## src/rtl/imf_pkg.sv

```systemverilog
// Shared constants, codes and types of the indexed 3x3 mode filter.
`timescale 1ns / 1ps
package imf_pkg;
   localparam int MAX_WIDTH_DEF = 512;
   localparam int MAX_HEIGHT    = 1024;
   localparam int NUM_INDEX     = 16;
   localparam int PIX_W         = 8;
   localparam int IDX_W         = 4;
   localparam int CNT_W         = 4;
   localparam int WIN_N         = 9;
   localparam int FW_W          = 10;
   localparam int FH_W          = 11;
   localparam int ROW_W         = 10;
   localparam int QUEUE_DEPTH   = 4;
   localparam int CSR_AW        = 3;
   localparam int CSR_DW        = 32;

   localparam logic [FW_W-1:0] WIDTH_RESET  = 10'd320;
   localparam logic [FH_W-1:0] HEIGHT_RESET = 11'd200;

   typedef enum logic {
      REG_WIDTH  = 1'b0,
      REG_HEIGHT = 1'b1
   } reg_idx_type;

   typedef enum logic {
      FUNC_PIXEL = 1'b0,
      FUNC_FLUSH = 1'b1
   } func_type;

   typedef struct packed {
      logic is_pix;
      logic wbank;
      logic tail_en;
      logic tail_bank;
      logic tail_end;
      logic own_en;
      logic own_mode;
   } cmd_flags_type;
endpackage

```

## src/rtl/imf_queue.sv

```systemverilog
// Small command queue between the front and back parts of the filter.
`timescale 1ns / 1ps
module imf_queue #(
   parameter int DW    = 8,
   parameter int DEPTH = imf_pkg::QUEUE_DEPTH
) (
   input  logic          clock,
   input  logic          reset,
   input  logic          push,
   input  logic [DW-1:0] push_data,
   input  logic          pop,
   output logic [DW-1:0] head_data,
   output logic          full,
   output logic          empty
);
   localparam int PTR_W = (DEPTH > 1) ? $clog2(DEPTH) : 1;
   localparam int CNT_W = $clog2(DEPTH + 1);

   logic [DW-1:0]    entry_ff [DEPTH];
   logic [PTR_W-1:0] wr_ptr_ff, wr_ptr_in;
   logic [PTR_W-1:0] rd_ptr_ff, rd_ptr_in;
   logic [CNT_W-1:0] count_ff, count_in;

   assign full      = (count_ff == CNT_W'(DEPTH));
   assign empty     = (count_ff == '0);
   assign head_data = entry_ff[rd_ptr_ff];

   always_comb begin
      wr_ptr_in = wr_ptr_ff;
      rd_ptr_in = rd_ptr_ff;
      count_in  = count_ff;
      if (push) begin
         wr_ptr_in = (wr_ptr_ff == PTR_W'(DEPTH - 1)) ? '0 : wr_ptr_ff + 1'b1;
      end
      if (pop) begin
         rd_ptr_in = (rd_ptr_ff == PTR_W'(DEPTH - 1)) ? '0 : rd_ptr_ff + 1'b1;
      end
      if (push && !pop) begin
         count_in = count_ff + 1'b1;
      end else if (pop && !push) begin
         count_in = count_ff - 1'b1;
      end
   end

   always_ff @(posedge clock) begin
      if (reset) begin
         wr_ptr_ff <= '0;
         rd_ptr_ff <= '0;
         count_ff  <= '0;
      end else begin
         wr_ptr_ff <= wr_ptr_in;
         rd_ptr_ff <= rd_ptr_in;
         count_ff  <= count_in;
      end
   end

   always_ff @(posedge clock) begin
      if (push) begin
         entry_ff[wr_ptr_ff] <= push_data;
      end
   end
endmodule

```

## config.mk

```make
export PLATFORM = sky130hd
export DESIGN_NAME = imf_queue
export DESIGN_NICKNAME = d
export VERILOG_FILES = /design/src/rtl/imf_pkg.sv /design/src/rtl/imf_queue.sv
export SDC_FILE = /design/constraint.sdc
export NUM_CORES = 1
export LEC_CHECK = 0
export BUFFER_PORTS_ARGS = -buffer_cell sky130_fd_sc_hd__buf_2
export CAP_MARGIN = 0
export CORE_MARGIN = 4
export CORE_UTILIZATION = 35
export DETAILED_ROUTE_END_ITERATION = 8
export PLACE_DENSITY_LB_ADDON = 0.05
export SLEW_MARGIN = 25
export SYNTH_ARGS = -nofsm -noshare
export SYNTH_HDL_FRONTEND = slang
export SYNTH_SLANG_ARGS = --single-unit
```

## constraint.sdc

```tcl
create_clock -name clock -period 1.7 [get_ports clock]
set_input_delay 0 -clock clock [delete_from_list [all_inputs] [get_ports clock]]
set_output_delay 0 -clock clock [all_outputs]
set_load 0.01 [all_outputs]
```

# Word level (Yosys, flattened, before mapping)
# Memory sizes are Yosys's and may differ from the RTL's. A register that Yosys moved wholly into a read port is not among the register bits.
# Cells that the tools add are included.
[word_totals]
memories = 1
regBits = 7
out_inout_bits = 10
ram_bits = 32
in_bits = 12
elab_cells = 25
[op_classes]
eq_ne = 3
addsub = 4
n_mux = 8
n_reduce_logical = 6
[mem_list]
columns = ["name", "words", "width", "read_ports", "rd_ports_with_merged_regs", "write_ports", "line", "source"]
rows = [
  ["entry_ff", 4, 8, 1, 1, 1, "imf_queue.sv:19", "logic [DW-1:0] entry_ff [DEPTH];"],
]
[ops]
columns = ["cell", "n"]
rows = [
  ["$mux 2", 4],
  ["$mux 3", 2],
  ["$add 2x1->2 const B", 2],
  ["$eq 2x2->1 const B", 2],
  ["$add 3x1->3 const B", 1],
  ["$eq 3x3->1 const B", 1],
  ["$logic_not 3->1", 1],
  ["$sub 3x1->3 const B", 1],
  ["$logic_and 1x1->1", 2],
  ["$logic_not 1->1", 2],
  ["$mux 1", 2],
  ["$reduce_bool 2->1", 1],
]

# Longest topological paths before layout
[depth]
ltp_word = 4
mapped_depth = 7
depth_no_buf = 7

# Worst setup path after synthesis
# Ideal clock, no wire load.
[synth_timing]
kind = "register to register"
from = "reg count_ff[0]"
to = "reg count_ff[2]"
stages_incl_launch_ff = 5
required_time_ps = 1630
path_buffers = 0
path_slack_ps = 309
setup_time_ps = 70
synth_period_minus_slack_ps = 1391
arrival_ps = 1322
path_cell_list = "dfxtp_1 fa_1 xor2_1 or3_1 a21oi_1"
[synth_via]
elab_chain_len = 3
word_cells_on_any_way = 4
cone_classes = "add/sub: 2; mux: 2"
[synth_rtl]
columns = ["item", "line", "source"]
rows = [
  ["start: declaration", "imf_queue.sv:22", "logic [CNT_W-1:0] count_ff, count_in;"],
  ["start signal: assignment", "imf_queue.sv:53", "count_ff <= count_in;"],
  ["$sub 3x1->3", "imf_queue.sv:41", "count_in = count_ff - 1'b1;"],
  ["$mux 3", "imf_queue.sv:40", "end else if (pop && !push) begin"],
  ["$mux 3 *", "imf_queue.sv:38", "if (push && !pop) begin"],
]
# Mark *: on every way between the ends. The rest lies on a longest branch, timed or not. The select of a mux whose other input is x is not followed.
# A chain may end at the register's enable or synchronous reset.

==> impl_metrics.py <==
metrics = {
    "setup_path": {
        "crit_family": "multiplexers",
        "cp.required_ns": 1.70,
        "crit_path_top_delay_cell": "mux4_2",
        "critical_path_class": "reg2out",
        "crit_chain": "buf_4 > mux4_2 > buf_2",
        "max_stage_delay_ns": 0.53,
        "start_kind": "register",
        "path_max_fanout": 8,
        "crit_arrival_ns": 1.49,
        "end_kind": "primary output",
        "cp_num_buf_inv": 2,
    },
    "placement": {
        "portBuffers": 21,
        "place_congestion": 0.652,
        "post_dp_cell_area_mm2": 0.00177,
        "place.detailed.hpwl_mm": 1.72,
    },
    "pwr": {
        "sw_frac_of_total_pct": 22.1,
        "p_total_mw": 2.10,
        "pwr-share-clk_pct": 32.3,
        "p_sw_mw": 0.465,
        "seqPwrFrac_pct": 55.9,
        "p_leak_nw": 0.741,
        "power.density_mw_per_mm2": 1070,
        "internal_power_mw": 1.64,
        "ir_drop_mv": 0.413,
        "comb_power_share_pct": 11.8,
    },
    "clock_tree": {
        "cts_buffers": 5,
        "cts.repair.resized": 0,
        "cts_buffer_depth": 2,
        "clkTransAtPathRegs_ns": 0.07,
        "cts_sinks": 41,
        "cts_hold_buf": 9,
        "cts_setup_buffers": 0,
        "h-tree-depth": 2,
        "clk_latency_ns": 0.29,
        "cts_tree": "done",
        "cts_root_buffer": "clkbuf_8",
    },
    "grt": {
        "antenna_found_initial": 0,
        "grt_pass1_wl_mm": 4.04,
        "grt.total_usage_pct": 10.4,
        "grt_pass1_vias": 839,
        "use_met1_pct": 11.9,
        "grt_max_degree": 13,
        "met3_usage_pct": 4.35,
        "use_met2_pct": 16.4,
        "grt.busiest_layer": "met2",
        "overflow": 0,
    },
    "sta": {
        "rsz0062_at_grt": "false",
        "setup_viol": 0,
        "period_share_pct": 87.5,
        "skew_ns": 0.00376,
        "slew_headroom_pct": 69.7,
        "fmaxAchievable_mhz": 672,
        "fin_crit_ns": 1.49,
        "hold_viol": 0,
        "worst_pin_slew_ns": 0.455,
        "maxSlewViolCount": 0,
        "tns_ns": 0,
    },
    "route": {
        "remaining_drc_errors": 0,
        "routed_wl_mm": 2.50,
        "num_vias": 823,
        "via_per_inst": 4.65,
        "first_iter_violations": 14,
        "first_pass_iters": 4,
        "wire_per_inst_um": 14.1,
        "ant_nets": 0,
    },
    "logic_synthesis": {
        "yosysSeqAreaShare_pct": 71.4,
        "synth_area_per_cell_um2": 18.6,
        "synth-seq-cells": 41,
        "yosysWarnings": 0,
        "synth.net_count": 105,
        "synthCells": 86,
        "yosysUniqueCellTypes": 17,
        "synthesis.area_mm2": 0.00160,
    },
    "final_layout": {
        "drive_above_1_share_pct": 32.0,
        "syn_to_final_growth_pct": 23.0,
        "final_nets": 143,
        "fin_area_mm2": 0.00197,
        "antenna_cells": 0,
        "layout_commonest_cell": "edfxtp_1",
        "layout_common_cells": "edfxtp_1 (32), buf_2 (21), dfxtp_1 (9), dlygate4sd3_1 (9), mux4_2 (8)",
    },
    "floorplan": {
        "die_x_um": 75.6,
        "io_pins": 22,
        "rows": 24,
        "dieArea_mm2": 0.00571,
        "die_y_um": 75.6,
        "initial_core_util_pct": 36.4,
        "core_area_mm2": 0.00438,
    },
    "flow_run": {
        "cap_viol_max_count": 0,
    },
    "status": {
        "status": "complete, no violations",
    },
    "worst_hold_path": {
        "hold_class": "in2reg",
    },
}
## worst register-to-register path, cell delays in order (launching register included)
cell and delay (ns):
dfxtp_1 0.36, fa_1 0.44, xor2_1 0.16, or3_1 0.30, a21oi_1 0.14
## logic make-up (layout without fill, tap and decap cells)
kind of cell	count (synthesis)	in the layout	synth area share, %
muxes	12	12	13.8
DFF	41	41	71.4
and+or+nand+nor	15	15	4.85
adders and majority gates	7	7	5.95
AOI/OAI and AO/OA	3	3	0.939
buffers and inverters	6	45	1.96
xor gates and xnor gates	2	2	1.10
## Yosys cell counts
cell / number / area, um^2
a21oi_1: 2 / 10.0
and2_1: 4 / 25.0
buf_6: 1 / 11.3
clkbuf_2: 1 / 5.00
dfxtp_1: 9 / 180
edfxtp_1: 32 / 961
fa_1: 1 / 20.0
ha_1: 6 / 75.1
inv_1: 4 / 15.0
mux2i_1: 4 / 40.0
mux4_2: 8 / 180
nor2_1: 7 / 26.3
nor3_1: 1 / 5.00
nor3b_1: 2 / 15.0
o21ai_0: 1 / 5.00
or3_1: 1 / 6.26
xor2_1: 2 / 17.5
## metal layers
layer / wire length (um) / share of wire [%]
met1: 1110 / 44
met2: 1220 / 49
met3: 125 / 5.0
met4: 46 / 1.8
met5: 0 / 0
## state kept, by name, indices dropped and copies added (netlist names), named ones only
name	cells
rd_ptr_ff	2
entry_ff	32
wr_ptr_ff	2
count_ff	3
## power groups by stage
stage	logic (mW)	registers, mW	clock network (mW)
2_1_floorplan	0.156	1.18	0
3_3_place_gp	0.234	1.20	0
3_5_place_dp	0.240	1.20	0
4_1_cts	0.256	1.18	0.707
5_1_grt	0.283	1.18	0.749
6_report	0.248	1.17	0.679
## metrics by stage
step	worst slack, ns	hold WS [ns]	util, %	cells
6_report	0.212	0.0510	44.8	177
5_1_grt	0.0903	0.0739	44.8	177
4_1_cts	0.176	0.0430	44.8	177
3_3_place_gp	0.280	0.215	40.5	160
2_1_floorplan	0.309	0.0691	-	86
3_5_place_dp	0.232	0.220	40.5	160
## worst paths after layout
| path | cells after the start | end | from | slack (ns) |
|---|---|---|---|---|
| setup / recovery | 3 | head_data[4] | register | 0.21 |
| hold reg to reg | 2 | count_ff[2]$_SDFFE_PP0P_ | count_ff[2]$_SDFFE_PP0P_ | 0.52 |
| hold / removal | 3 | wr_ptr_ff[1]$_SDFFE_PP0P_ | push | 0.05 |
| setup reg to reg | 4 | count_ff[2]$_SDFFE_PP0P_ | count_ff[0]$_SDFFE_PP0P_ | 0.24 |
## area by class of cell
class	count	area, um^2
clock buffer	7	96.3
clock inverter	1	5.00
fill	394	2420
inverter	4	15.0
multi-input combinational	39	425
sequential	41	1140
tap	52	65.1
timing repair buffer	33	218
Note: power is estimated with default switching activity, not from simulation.
