===== config.mk =====
export PLATFORM = sky130hd
export DESIGN_NAME = imf_front
export DESIGN_NICKNAME = d
export VERILOG_FILES = /design/src/rtl/imf_pkg.sv /design/src/rtl/imf_front.sv
export SDC_FILE = /design/constraint.sdc
export NUM_CORES = 1
export LEC_CHECK = 0
export ABC_AREA = 1
export BUFFER_PORTS_ARGS = -buffer_cell sky130_fd_sc_hd__buf_2
export CAP_MARGIN = 10
export CORE_UTILIZATION = 61
export DETAILED_ROUTE_END_ITERATION = 6
export PLACE_DENSITY_LB_ADDON = 0.08
export REMOVE_ABC_BUFFERS = 1
export SYNTH_ARGS = -nofsm -noshare
export SYNTH_HDL_FRONTEND = slang
export SYNTH_SLANG_ARGS = --single-unit
export TNS_END_PERCENT = 50

===== constraint.sdc =====
create_clock -name clock -period 6.5 [get_ports clock]
set_input_delay 1.3 -clock clock [delete_from_list [all_inputs] [get_ports clock]]
set_output_delay 1.3 -clock clock [all_outputs]
set_load 0.005 [all_outputs]

===== src/rtl/imf_pkg.sv =====
// Shared constants, codes and types of the indexed 3x3 mode filter.
`timescale 1ns / 1ps
package imf_pkg;
   localparam int MAX_WIDTH_DEF = 512;
   localparam int MAX_HEIGHT    = 1024;
   localparam int NUM_INDEX     = 16;
   localparam int PIX_W         = 8;
   localparam int IDX_W         = 4;
   localparam int CNT_W         = 4;
   localparam int WIN_N         = 9;
   localparam int FW_W          = 10;
   localparam int FH_W          = 11;
   localparam int ROW_W         = 10;
   localparam int QUEUE_DEPTH   = 4;
   localparam int CSR_AW        = 3;
   localparam int CSR_DW        = 32;

   localparam logic [FW_W-1:0] WIDTH_RESET  = 10'd320;
   localparam logic [FH_W-1:0] HEIGHT_RESET = 11'd200;

   typedef enum logic {
      REG_WIDTH  = 1'b0,
      REG_HEIGHT = 1'b1
   } reg_idx_type;

   typedef enum logic {
      FUNC_PIXEL = 1'b0,
      FUNC_FLUSH = 1'b1
   } func_type;

   typedef struct packed {
      logic is_pix;
      logic wbank;
      logic tail_en;
      logic tail_bank;
      logic tail_end;
      logic own_en;
      logic own_mode;
   } cmd_flags_type;
endpackage


===== src/rtl/imf_front.sv =====
// Front part: raster position tracking and classification of each beat.
`timescale 1ns / 1ps
module imf_front #(
   parameter int MAX_WIDTH = imf_pkg::MAX_WIDTH_DEF
) (
   input  logic                            clock,
   input  logic                            reset,
   input  logic                            restart,
   input  logic [$clog2(MAX_WIDTH+1)-1:0]  eff_w,
   input  logic [imf_pkg::FH_W-1:0]        eff_h,
   input  logic                            req_valid,
   input  logic                            req_func,
   input  logic [imf_pkg::PIX_W-1:0]       req_pixel_in,
   input  logic                            q_full,
   output logic                            req_stall,
   output logic                            push,
   output imf_pkg::cmd_flags_type          flags,
   output logic [imf_pkg::PIX_W-1:0]       px,
   output logic [$clog2(MAX_WIDTH)-1:0]    addr,
   output logic [$clog2(MAX_WIDTH)-1:0]    taddr
);
   localparam int AW = $clog2(MAX_WIDTH);
   localparam int WW = $clog2(MAX_WIDTH + 1);
   localparam int PW = $clog2(MAX_WIDTH + 2);

   logic [AW-1:0]                 col_ff, col_in;
   logic [imf_pkg::ROW_W-1:0]     row_ff, row_in;
   logic [PW-1:0]                 pend_ff, pend_in;
   logic                          par_ff, par_in;
   logic                          tbank_ff, tbank_in;
   logic                          accept;
   logic                          is_pix;
   logic                          tail_en;
   logic                          first_tail;
   logic                          col_last;
   logic                          row_last;
   logic                          past_first;

   assign req_stall  = q_full;
   assign accept     = req_valid && !q_full;
   assign is_pix     = (req_func == imf_pkg::FUNC_PIXEL);
   assign tail_en    = (pend_ff != '0);
   assign first_tail = (pend_ff == PW'(eff_w) + PW'(1));
   assign col_last   = (WW'(col_ff) + WW'(1) == eff_w);
   assign row_last   = (imf_pkg::FH_W'(row_ff) + imf_pkg::FH_W'(1) == eff_h);
   assign past_first = (row_ff >= imf_pkg::ROW_W'(2)) ||
                       ((row_ff == imf_pkg::ROW_W'(1)) && (col_ff != '0));

   assign push  = accept && (is_pix || tail_en);
   assign px    = req_pixel_in;
   assign addr  = col_ff;
   assign taddr = first_tail ? AW'(eff_w - WW'(1)) : AW'(PW'(eff_w) - pend_ff);

   always_comb begin
      flags.is_pix    = is_pix;
      flags.wbank     = par_ff;
      flags.tail_en   = tail_en;
      flags.tail_bank = first_tail ? !tbank_ff : tbank_ff;
      flags.tail_end  = (pend_ff == PW'(1));
      flags.own_en    = is_pix && !tail_en && past_first;
      flags.own_mode  = (col_ff != '0) && (row_ff != imf_pkg::ROW_W'(1)) &&
                        (col_ff != AW'(1));
   end

   always_comb begin
      col_in   = col_ff;
      row_in   = row_ff;
      pend_in  = pend_ff;
      par_in   = par_ff;
      tbank_in = tbank_ff;
      if (restart) begin
         col_in  = '0;
         row_in  = '0;
         pend_in = '0;
      end else if (accept) begin
         if (tail_en) begin
            pend_in = pend_ff - PW'(1);
         end
         if (is_pix) begin
            if (col_last) begin
               col_in = '0;
               par_in = !par_ff;
               if (row_last) begin
                  row_in   = '0;
                  pend_in  = PW'(eff_w) + PW'(1);
                  tbank_in = par_ff;
               end else begin
                  row_in = row_ff + 1'b1;
               end
            end else begin
               col_in = col_ff + 1'b1;
            end
         end
      end
   end

   always_ff @(posedge clock) begin
      if (reset) begin
         col_ff   <= '0;
         row_ff   <= '0;
         pend_ff  <= '0;
         par_ff   <= 1'b0;
         tbank_ff <= 1'b0;
      end else begin
         col_ff   <= col_in;
         row_ff   <= row_in;
         pend_ff  <= pend_in;
         par_ff   <= par_in;
         tbank_ff <= tbank_in;
      end
   end
endmodule


== Word-level counts from Yosys, hierarchy flattened ==
Index checks and enable logic that the tools add are counted.

* Eq/ne operators: 7
* Bitwise operators: 2
* Reduce and logical (&&, ||, !) cells: 20
* Mux-type cells: 8
* Magnitude comparators: 1
* Add/subtract/negate cells: 8

{| class="wikitable"
|+ Operators with widths
! operator !! count
|-
| $mux W10 || 5
|-
| $add A10 B1 Y10 const B || 2
|-
| $eq A10 B1 Y1 const B || 2
|-
| $eq A10 B10 Y1 || 2
|-
| $mux W9 || 2
|-
| $add A10 B1 Y11 const B || 1
|-
| $eq A11 B11 Y1 || 1
|-
| $add A9 B1 Y10 const B || 1
|-
| $ge A10 B2 Y1 const B || 1
|-
| $ne A10 B1 Y1 const B || 1
|-
| $reduce_bool A10 Y1 || 1
|-
| $sub A10 B1 Y10 const B || 1
|-
| $add A9 B1 Y9 const B || 1
|-
| $ne A9 B1 Y1 const B || 1
|-
| $reduce_bool A9 Y1 || 1
|-
| $sub A9 B1 Y9 const B || 1
|-
| $sub A9 B9 Y9 || 1
|-
| $logic_and A1 B1 Y1 || 7
|-
| $reduce_and A5 Y1 || 1
|-
| $logic_not A1 Y1 || 4
|-
| $reduce_and A4 Y1 || 1
|-
| $reduce_and A3 Y1 || 1
|-
| $logic_or A1 B1 Y1 || 2
|-
| $not A1 Y1 || 2
|-
| other kinds (3) || 3
|}

* Logic and storage cells: 51
* Input bits: 35
* Register bits after elaboration: 31
* Output and inout bits: 35

== Longest topological paths before layout ==
Gate-level depths: netlist (run 1).

* Depth in word-level cells: 5
* Mapped depth: 24

== Least setup slack after synthesis (run 1) ==
Ideal clock, no wire load.

* Path kind: input -> output
* Start point: in eff_w[0]
* End point: out taddr[8]
* Stages on the path: 23
* Arrival time: 3.979 ns
* Slack: 1.221 ns
* Buffers on the path: 1
* Required time: 5.200 ns
* Cell sequence: ha_1 > nand4_1 > nor2_1 > nand2_1 > o21ai_0 > nand2_1 > xor2_1 > nor2_1 > nand3_1 > buf_4 > nand2_1 > ha_1 > fa_1 > o21ai_0 > a21o_1 > a21oi_1 > o21ai_0 > nand2_1 > nand2_1 > nand2_1 > nand2_1 > nand2_1 > nand2_1

* Longest elaborated chain between the ends: 3

{| class="wikitable"
|+ Ends and longest elaborated chain
! item !! line !! text
|-
| from (decl) || imf_front.sv:9 || <nowiki>input logic [$clog2(MAX_WIDTH+1)-1:0] eff_w,</nowiki>
|-
| $add A10 B1 Y10 || imf_front.sv:43 || <nowiki>assign first_tail = (pend_ff == PW'(eff_w) + PW'(1));</nowiki>
|-
| $eq A10 B10 Y1 || imf_front.sv:43 ||
|-
| $mux W9 * || imf_front.sv:52 || <nowiki>assign taddr = first_tail ? AW'(eff_w - WW'(1)) : AW'(PW'(eff_w) - pend_ff);</nowiki>
|-
| to (decl) || imf_front.sv:20 || <nowiki>output logic [$clog2(MAX_WIDTH)-1:0] taddr</nowiki>
|}

Mark *: on every way between the ends. The rest lies on a longest branch, timed or not.

== Worst setup path in the final report (run 1) ==
* Start point: in eff_w[2]
* End point: out taddr[8]

The elaborated chain is that of the path after synthesis.

==> summary.md, run 1 <==
| Metric | Value |
|---|---|
| Final ANT Viol Nets | 0 |
| # setup viols final | 0 |
| RR Endpoint | pend_ff[8] |
| Final slew viol count | 0 |
| Die ar. | around 6000 um^2 |
| Fin nets | 658 |
| Sequential area share after synthesis | 0.1815 |
| Period utilisation layout | 0.9254 |
| Routed len/inst | about 13 um |
| Crit path launch type | primary input |
| R2R Path Start | row_ff[0] |
| Routability cong. | around 0.90 |
| Vias in the first global route | 3379 |
| Hold endpoint | par_ff |
| Final HPWL DP | 7058 um |
| CTS tree | done |
| CTS buffer count | 5 |
| Reg clk slew, reported paths | 0.07 ns |
| R2R depth | 13 |
| Num rows | 26 |
| Max frequency | 166.3 MHz |
| GR Overflow Total | 0 |
| Clock root buffer | clkbuf_8 |
| Post-layout min period | 6.015 ns |
| Largest area contributor in the netlist | dfxtp_1 |
| Largest net degree at the start of global routing | 30 |
| Die height | approximately 77 um |
| Ys flop type | dfxtp_1 |
| Via count | 3811 |
| Synth warnings | 0 |
| Antenna violations before repair | 0 |
| Path type of the worst setup path | in -> out |
| Rel. slew slack | 0.4696 |
| Total power | 0.4930 mW |
| Placed insts | about 670 |
| Area growth, synth to finish | 8.306% |
| Die Wd | 76.87 um |
| Layout cells sized above 1 | 0.1518 |
| FF/Latch Area | ~620 um^2 |
| Post-CTS Hold Buffers | 0 |
| Reg2reg setup slack | 3.37 ns |
| Initial core utilization | 0.6529 |
| Non-Filler Instances | 676 |
| Starting DRT DRC Count | 269 |
| Leakage power | ~1.7 nW |
| Synth top area share | 0.1815 |
| Routed wire length | 9054 um |
| Worst Hold Path Cells | 2 |
| Clock Latency Late Sink | 0.29 ns |
| First-pass DRT Iterations | 5 |
| Mapped Cells | 572 |
| Crit path top cell by count | nand2_1 |
| Slowest stage delay, CP | approximately 0.43 ns |
| RSZ-0062 raised after global routing | false |
| Hold_sp | par_ff |
| Residual DRC | 0 |
| Layout fillers | between 400 and 500 |
| Ys async rst share | 0 |
| Slew @ Worst Pin | 0.7927 ns |
| Max_cap viols | 0 |
| Vias per cell | 5.638 |
| Post-CTS setup buffers | 0 |
| Slowest stage cell, crit path | fa_1 |
| Total global-route track usage | 0.3113 |
| Final hold violations | 0 |
| Area of the multi-input gates | 2349 um^2 |
| Min Hold Slack | 0.4894 ns |
| Ant diodes | 0 |
| Power density of the placed cells | 133.1 nW/um^2 |
| Post-CTS sizing | 0 |
| CTS H-tree lvls | 2 |
| Worst clock skew | 0.008692 ns |
| Worst min path class | reg -> reg |
| Critical Path RT | 5.20 ns |
| Crit-path max FO | 11 |
| Global-route wire length before repair | 14990 um |
| Post-synth EDFFs | 0 |
| Worst vdd ir | 0.09376 mV |
| Synth cell types | 36 |
| PortBufs | 53 |
| Top-count cell post-synth | nand2_1 |
| Synth Register Bits | 31 |
| Setup_tns | 0 ns |
| Mapped cell area | 3420 um^2 |
| Worst EP arrival | 4.71 ns |
| Most instantiated cells after synthesis | 162 x nand2_1, 69 x inv_1, 67 x nand3_1 |
| Maximum root-to-sink buffer count | 2 |
| Total clock sinks | 31 |
| Setup crit end kind | primary output |
| Post-route cell area | 3704 um^2 |
| Avg Inst Size Synth | 5.978 um^2 |
| Core ar. | 5238 um^2 |
| Status | finished clean |
| Post-DP Area | 3603 um^2 |
| Ports | 70 |
| Top cells by area, synth | dfxtp_1 18%, nand2_1 18%, nand3_1 9.8% |
-- metrics by stage --
step                      setup WS (ns)  utilization
after floorplan                   1.160            -
after global placement           0.6512       0.6880
after detailed placement         0.5077       0.6880
after CTS                        0.4987       0.7071
after global routing            0.04923       0.7071
final                            0.4850       0.7071
-- cell families (layout without fill, tap and decap cells) --
kind of cell / count (synthesis) / in the layout / share of synthesized area
AOI/OAI and AO/OA: 58 / 58 / 0.08965
adders and majority gates: 18 / 18 / 0.06806
xor gates and xnor gates: 26 / 26 / 0.06659
and+or+nand+nor: 337 / 337 / 0.4625
DFF: 31 / 31 / 0.1815
buffers and inverters: 102 / 136 / 0.1317
-- state kept, by name, summed over array words and instances, names as in the netlist --
signal / flops
pend_ff: 10
par_ff: 1
tbank_ff: 1
addr: 9
row_ff: 10
-- worst max path at each step --
stage	end	slack [ns]	from	depth (start not counted)
after floorplan	taddr[8]	1.16	eff_w[0]	22
final	taddr[8]	0.49	eff_w[2]	25
after detailed placement	taddr[8]	0.51	eff_w[1]	24
after global routing	taddr[8]	0.05	eff_w[2]	25
after global placement	taddr[8]	0.65	eff_w[1]	24
after CTS	taddr[8]	0.50	eff_w[1]	24
-- area by class of cell --
type | count | area share
multi-input combinational | 439 | 0.6341
sequential | 31 | 0.1676
inverter | 75 | 0.07601
timing repair buffer | 53 | 0.07162
clock buffer | 8 | 0.02703
tap | 70 | 0.02365
-- layer usage --
metal,GRT usage,vias to the layer above,part of all wire
met5,0,-,0
met4,0.09231,0,0.016
met3,0.06190,16,0.069
met2,0.5464,159,0.48
met1,0.3794,1728,0.43
li1,-,1908,-
-- critical path: cells and delay by family --
family / cells / cell delay (ns)
fa+ha+maj: 1 / 0.43
simple gates: 17 / 1.96
compound gates: 4 / 0.66
buf+inv: 3 / 0.34
-- cell usage in the layout, fill, tap and decap left out --
cell / n
nand3_2: 5
o21ai_0: 10
nor3_2: 3
nand4_1: 19
nor3b_1: 1
nor2_1: 40
ha_1: 17
inv_2: 5
xnor2_1: 6
xor2_1: 20
buf_2: 53
clkbuf_8: 7
o21ai_1: 2
clkbuf_1: 1
nor4_1: 2
or2_2: 4
nand2_2: 3
a21o_1: 2
o21bai_1: 1
dfxtp_1: 31
o21ai_2: 1
a2111oi_0: 1
nand3_1: 67
nor2_4: 3
nand3b_1: 10
a21oi_1: 40
nor2_2: 7
inv_1: 69
and2_1: 1
nand2_1: 162
nor3_1: 9
a31oi_1: 1
nand4_4: 1
clkinv_1: 1
fa_1: 1
-- power by group --
| part | switching, mW | internal (mW) | total [mW] | leakage, nW |
|---|---|---|---|---|
| combinational | 0.0748 | 0.0482 | 0.123 | 1.40 |
| sequential | 0.00326 | 0.192 | 0.195 | 0.250 |
| clock | 0.0782 | 0.0968 | 0.175 | 0.0515 |
| total | 0.156 | 0.337 | 0.493 | 1.70 |
Note: power is estimated with default switching activity, not from simulation.
==> run 2: changes to the inputs <==
--- a/config.mk
+++ b/config.mk
@@ -10,3 +10,5 @@
 export CAP_MARGIN = 10
-export CORE_UTILIZATION = 61
+export CELL_PAD_IN_SITES_DETAIL_PLACEMENT = 1
+export CELL_PAD_IN_SITES_GLOBAL_PLACEMENT = 1
+export CORE_UTILIZATION = 41
 export DETAILED_ROUTE_END_ITERATION = 6
--- a/constraint.sdc
+++ b/constraint.sdc
@@ -3,2 +3,2 @@
 set_output_delay 1.3 -clock clock [all_outputs]
-set_load 0.005 [all_outputs]
+set_load 0.02 [all_outputs]
==> summary.md, run 2 (synthesis results as in run 1) <==
| Metric | Value |
|---|---|
| Status | finished clean |
| Clock Latency Late Sink | 0.30 ns (about the same) |
| Final hold violations | 0 (unchanged) |
| R2R depth | 14 (+1) |
| Final ANT Viol Nets | 0 (unchanged) |
| FF/Latch Area | 620.6 um^2 (unchanged) |
| RR Endpoint | pend_ff[3] |
| Antenna violations before repair | 0 (unchanged) |
| Residual DRC | 0 (unchanged) |
| Layout fillers | 1146 (+130%) |
| Routed len/inst | 15.28 um (+14%) |
| Ant diodes | 0 (unchanged) |
| CTS tree | done |
| Worst Hold Path Cells | 2 (unchanged) |
| Setup_tns | 0 ns (unchanged) |
| Worst vdd ir | 0.06050 mV (-35%) |
| Worst clock skew | 0.01558 ns (+0.006889 ns) |
| Crit path launch type | primary input |
| CTS buffer count | 5 (unchanged) |
| Critical Path RT | 5.20 ns (about the same) |
| Via count | 3860 (+1.3%) |
| Most frequent cells in the layout | 162 x nand2_1, 69 x inv_1, 67 x nand3_1 |
| Placed insts | 701 (+4.9%) |
| Reg2reg setup slack | 3.17 ns (-0.20 ns) |
| Maximum root-to-sink buffer count | 2 (unchanged) |
| Num rows | 32 (+23%) |
| Clock power share | 0.351 (-0.004) |
| Initial core utilization | 0.4335 (-0.2194) |
| Crit path top cell by count | nand2_1 |
| Post-CTS setup buffers | 0 (unchanged) |
| Total clock sinks | 31 (unchanged) |
| Crit-path max FO | 9 (-2) |
| Largest net degree at the start of global routing | 30 (unchanged) |
| Starting DRT DRC Count | 105 (-61%) |
| Reg clk slew, reported paths | 0.07 ns (about the same) |
| Leakage power | 1.702 nW (+0.18%) |
| Vias in the first global route | 3908 (+16%) |
| Area growth, synth to finish | 9.806% |
| Slew @ Worst Pin | 0.8418 ns (+0.04909 ns) |
| Hold_sp | par_ff |
| Crit path from | eff_w[1] |
| Psw | 0.1774 mW (+13%) |
| Area of the multi-input gates | 2349 um^2 (unchanged) |
| CP cell instances | buf_2 -> ha_1 -> nand4_1 -> o21ai_0 -> nand2_1 -> xor2_1 -> nor3_1 -> nand3_1 -> buf_4 -> nand2_1 -> ha_1 -> a21oi_1 -> o21ai_0 -> a21o_1 -> a21oi_1 -> o21ai_0 -> nand2_1 -> nand2_1 -> nand2_1 -> nand4_1 -> nand2_1 -> buf_2 |
| Worst min path class | reg -> reg |
| Core ar. | 7888 um^2 (+51%) |
| Vias per cell | 5.444 (-3.4%) |
| CTS H-tree lvls | 2 (unchanged) |
| Hold endpoint | par_ff |
| Clock root buffer | clkbuf_8 |
| Power density of the placed cells | 137.0 nW/um^2 (+2.9%) |
| Routed wire length | 10840 um (+20%) |
| Rel. slew slack | 0.4367 (-0.03285) |
| Path type of the worst setup path | in -> out |
| Layout cells sized above 1 | 0.1549 (+0.003045) |
| Total power | 0.5143 mW (+4.3%) |
| Slowest stage delay, CP | 0.27 ns (-0.16 ns) |
| Die ar. | 8710 um^2 (+47%) |
| Switching part of the total | 0.3449 (+0.02779) |
| GR Overflow Total | 0 (unchanged) |
| Post-CTS Hold Buffers | 0 (unchanged) |
| Setup crit end kind | primary output |
| Total global-route track usage | 0.2669 (-0.04438) |
| Die height | 93.33 um (+21%) |
| Routability cong. | 0.8299 (-7.4%) |
| Final HPWL DP | 8615 um (+22%) |
| Post-CTS sizing | 0 (unchanged) |
| Post-layout min period | 5.933 ns (-0.08176 ns) |
| PortBufs | 53 (unchanged) |
| R2R Path Start | row_ff[0] |
| Non-Filler Instances | 709 (+4.9%) |
| Max_cap viols | 0 (unchanged) |
| First-pass DRT Iterations | 4 (-1) |
| Reg power frac | 0.379 (-0.016) |
| Max frequency | 168.5 MHz (+1.4%) |
| Internal power | 0.3369 mW (about the same) |
| Global-route wire length before repair | 18420 um (+23%) |
| Fin nets | 659 (+0.15%) |
| Ports | 70 (unchanged) |
| # setup viols final | 0 (unchanged) |
| Worst EP arrival | 4.63 ns (-0.08 ns) |
| Comb pwr share | 0.270 (+0.020) |
| Commonest non-fill, non-tap cell in the layout | nand2_1 |
| Slowest stage cell, crit path | ha_1 |
| RSZ-0062 raised after global routing | false |
| Period utilisation layout | 0.9128 (-0.01258) |
| Final slew viol count | 0 (unchanged) |
| Die Wd | 93.33 um (+21%) |
==> run 2: layout make-up <==
type,instances,area share
sequential,31,0.1653
inverter,75,0.07498
clock inverter,1,0.001999
clock buffer,7,0.02566
multi-input combinational,439,0.6255
tap,102,0.03399
timing repair buffer,54,0.07264
==> run 2: worst max path at each step <==
stage	endpoint	slack, ns	cells after the start
4_1_cts	taddr[8]	0.59	25
2_1_floorplan	taddr[8]	1.07	22
6_report	taddr[8]	0.57	22
3_5_place_dp	taddr[8]	0.60	25
5_1_grt	taddr[8]	0.21	25
3_3_place_gp	taddr[8]	0.82	24
==> run 2: power by group through the flow <==
stage	Clock [mW]	Sequential [mW]	Combinational, mW
after floorplan	0	0.198	0.0931
after global placement	0	0.199	0.135
after detailed placement	0	0.199	0.139
after CTS	0.184	0.195	0.140
after global routing	0.192	0.196	0.156
final	0.180	0.195	0.139
==> run 2: per-layer routing <==
| layer | share of wire | vias to the layer above | track usage |
|---|---|---|---|
| li1 | - | 1908 | - |
| met1 | 0.45 | 1881 | 0.3235 |
| met2 | 0.50 | 64 | 0.4933 |
| met3 | 0.033 | 7 | 0.03821 |
| met4 | 0.0099 | 0 | 0.06026 |
| met5 | 0 | - | 0 |
==> run 2: stage by stage <==
stage | worst slack [ns] | hold slack, ns | util | instance area, um^2
floorplan | 1.068 | 0.4461 | - | 3251
global placement | 0.8161 | 0.4735 | 0.4629 | 3651
detailed placement | 0.6032 | 0.4784 | 0.4629 | 3651
CTS | 0.5940 | 0.4874 | 0.4760 | 3755
global route | 0.2054 | 0.5253 | 0.4760 | 3755
finish | 0.5668 | 0.4837 | 0.4760 | 3755
==> run 2: critical path: cells and delay by family <==
family | cells | cell delay, ns
and+or+nand+nor | 10 | 1.17
AOI/OAI and AO/OA | 6 | 0.98
xor gates and xnor gates | 1 | 0.16
buffers and inverters | 3 | 0.52
adders and majority gates | 2 | 0.50
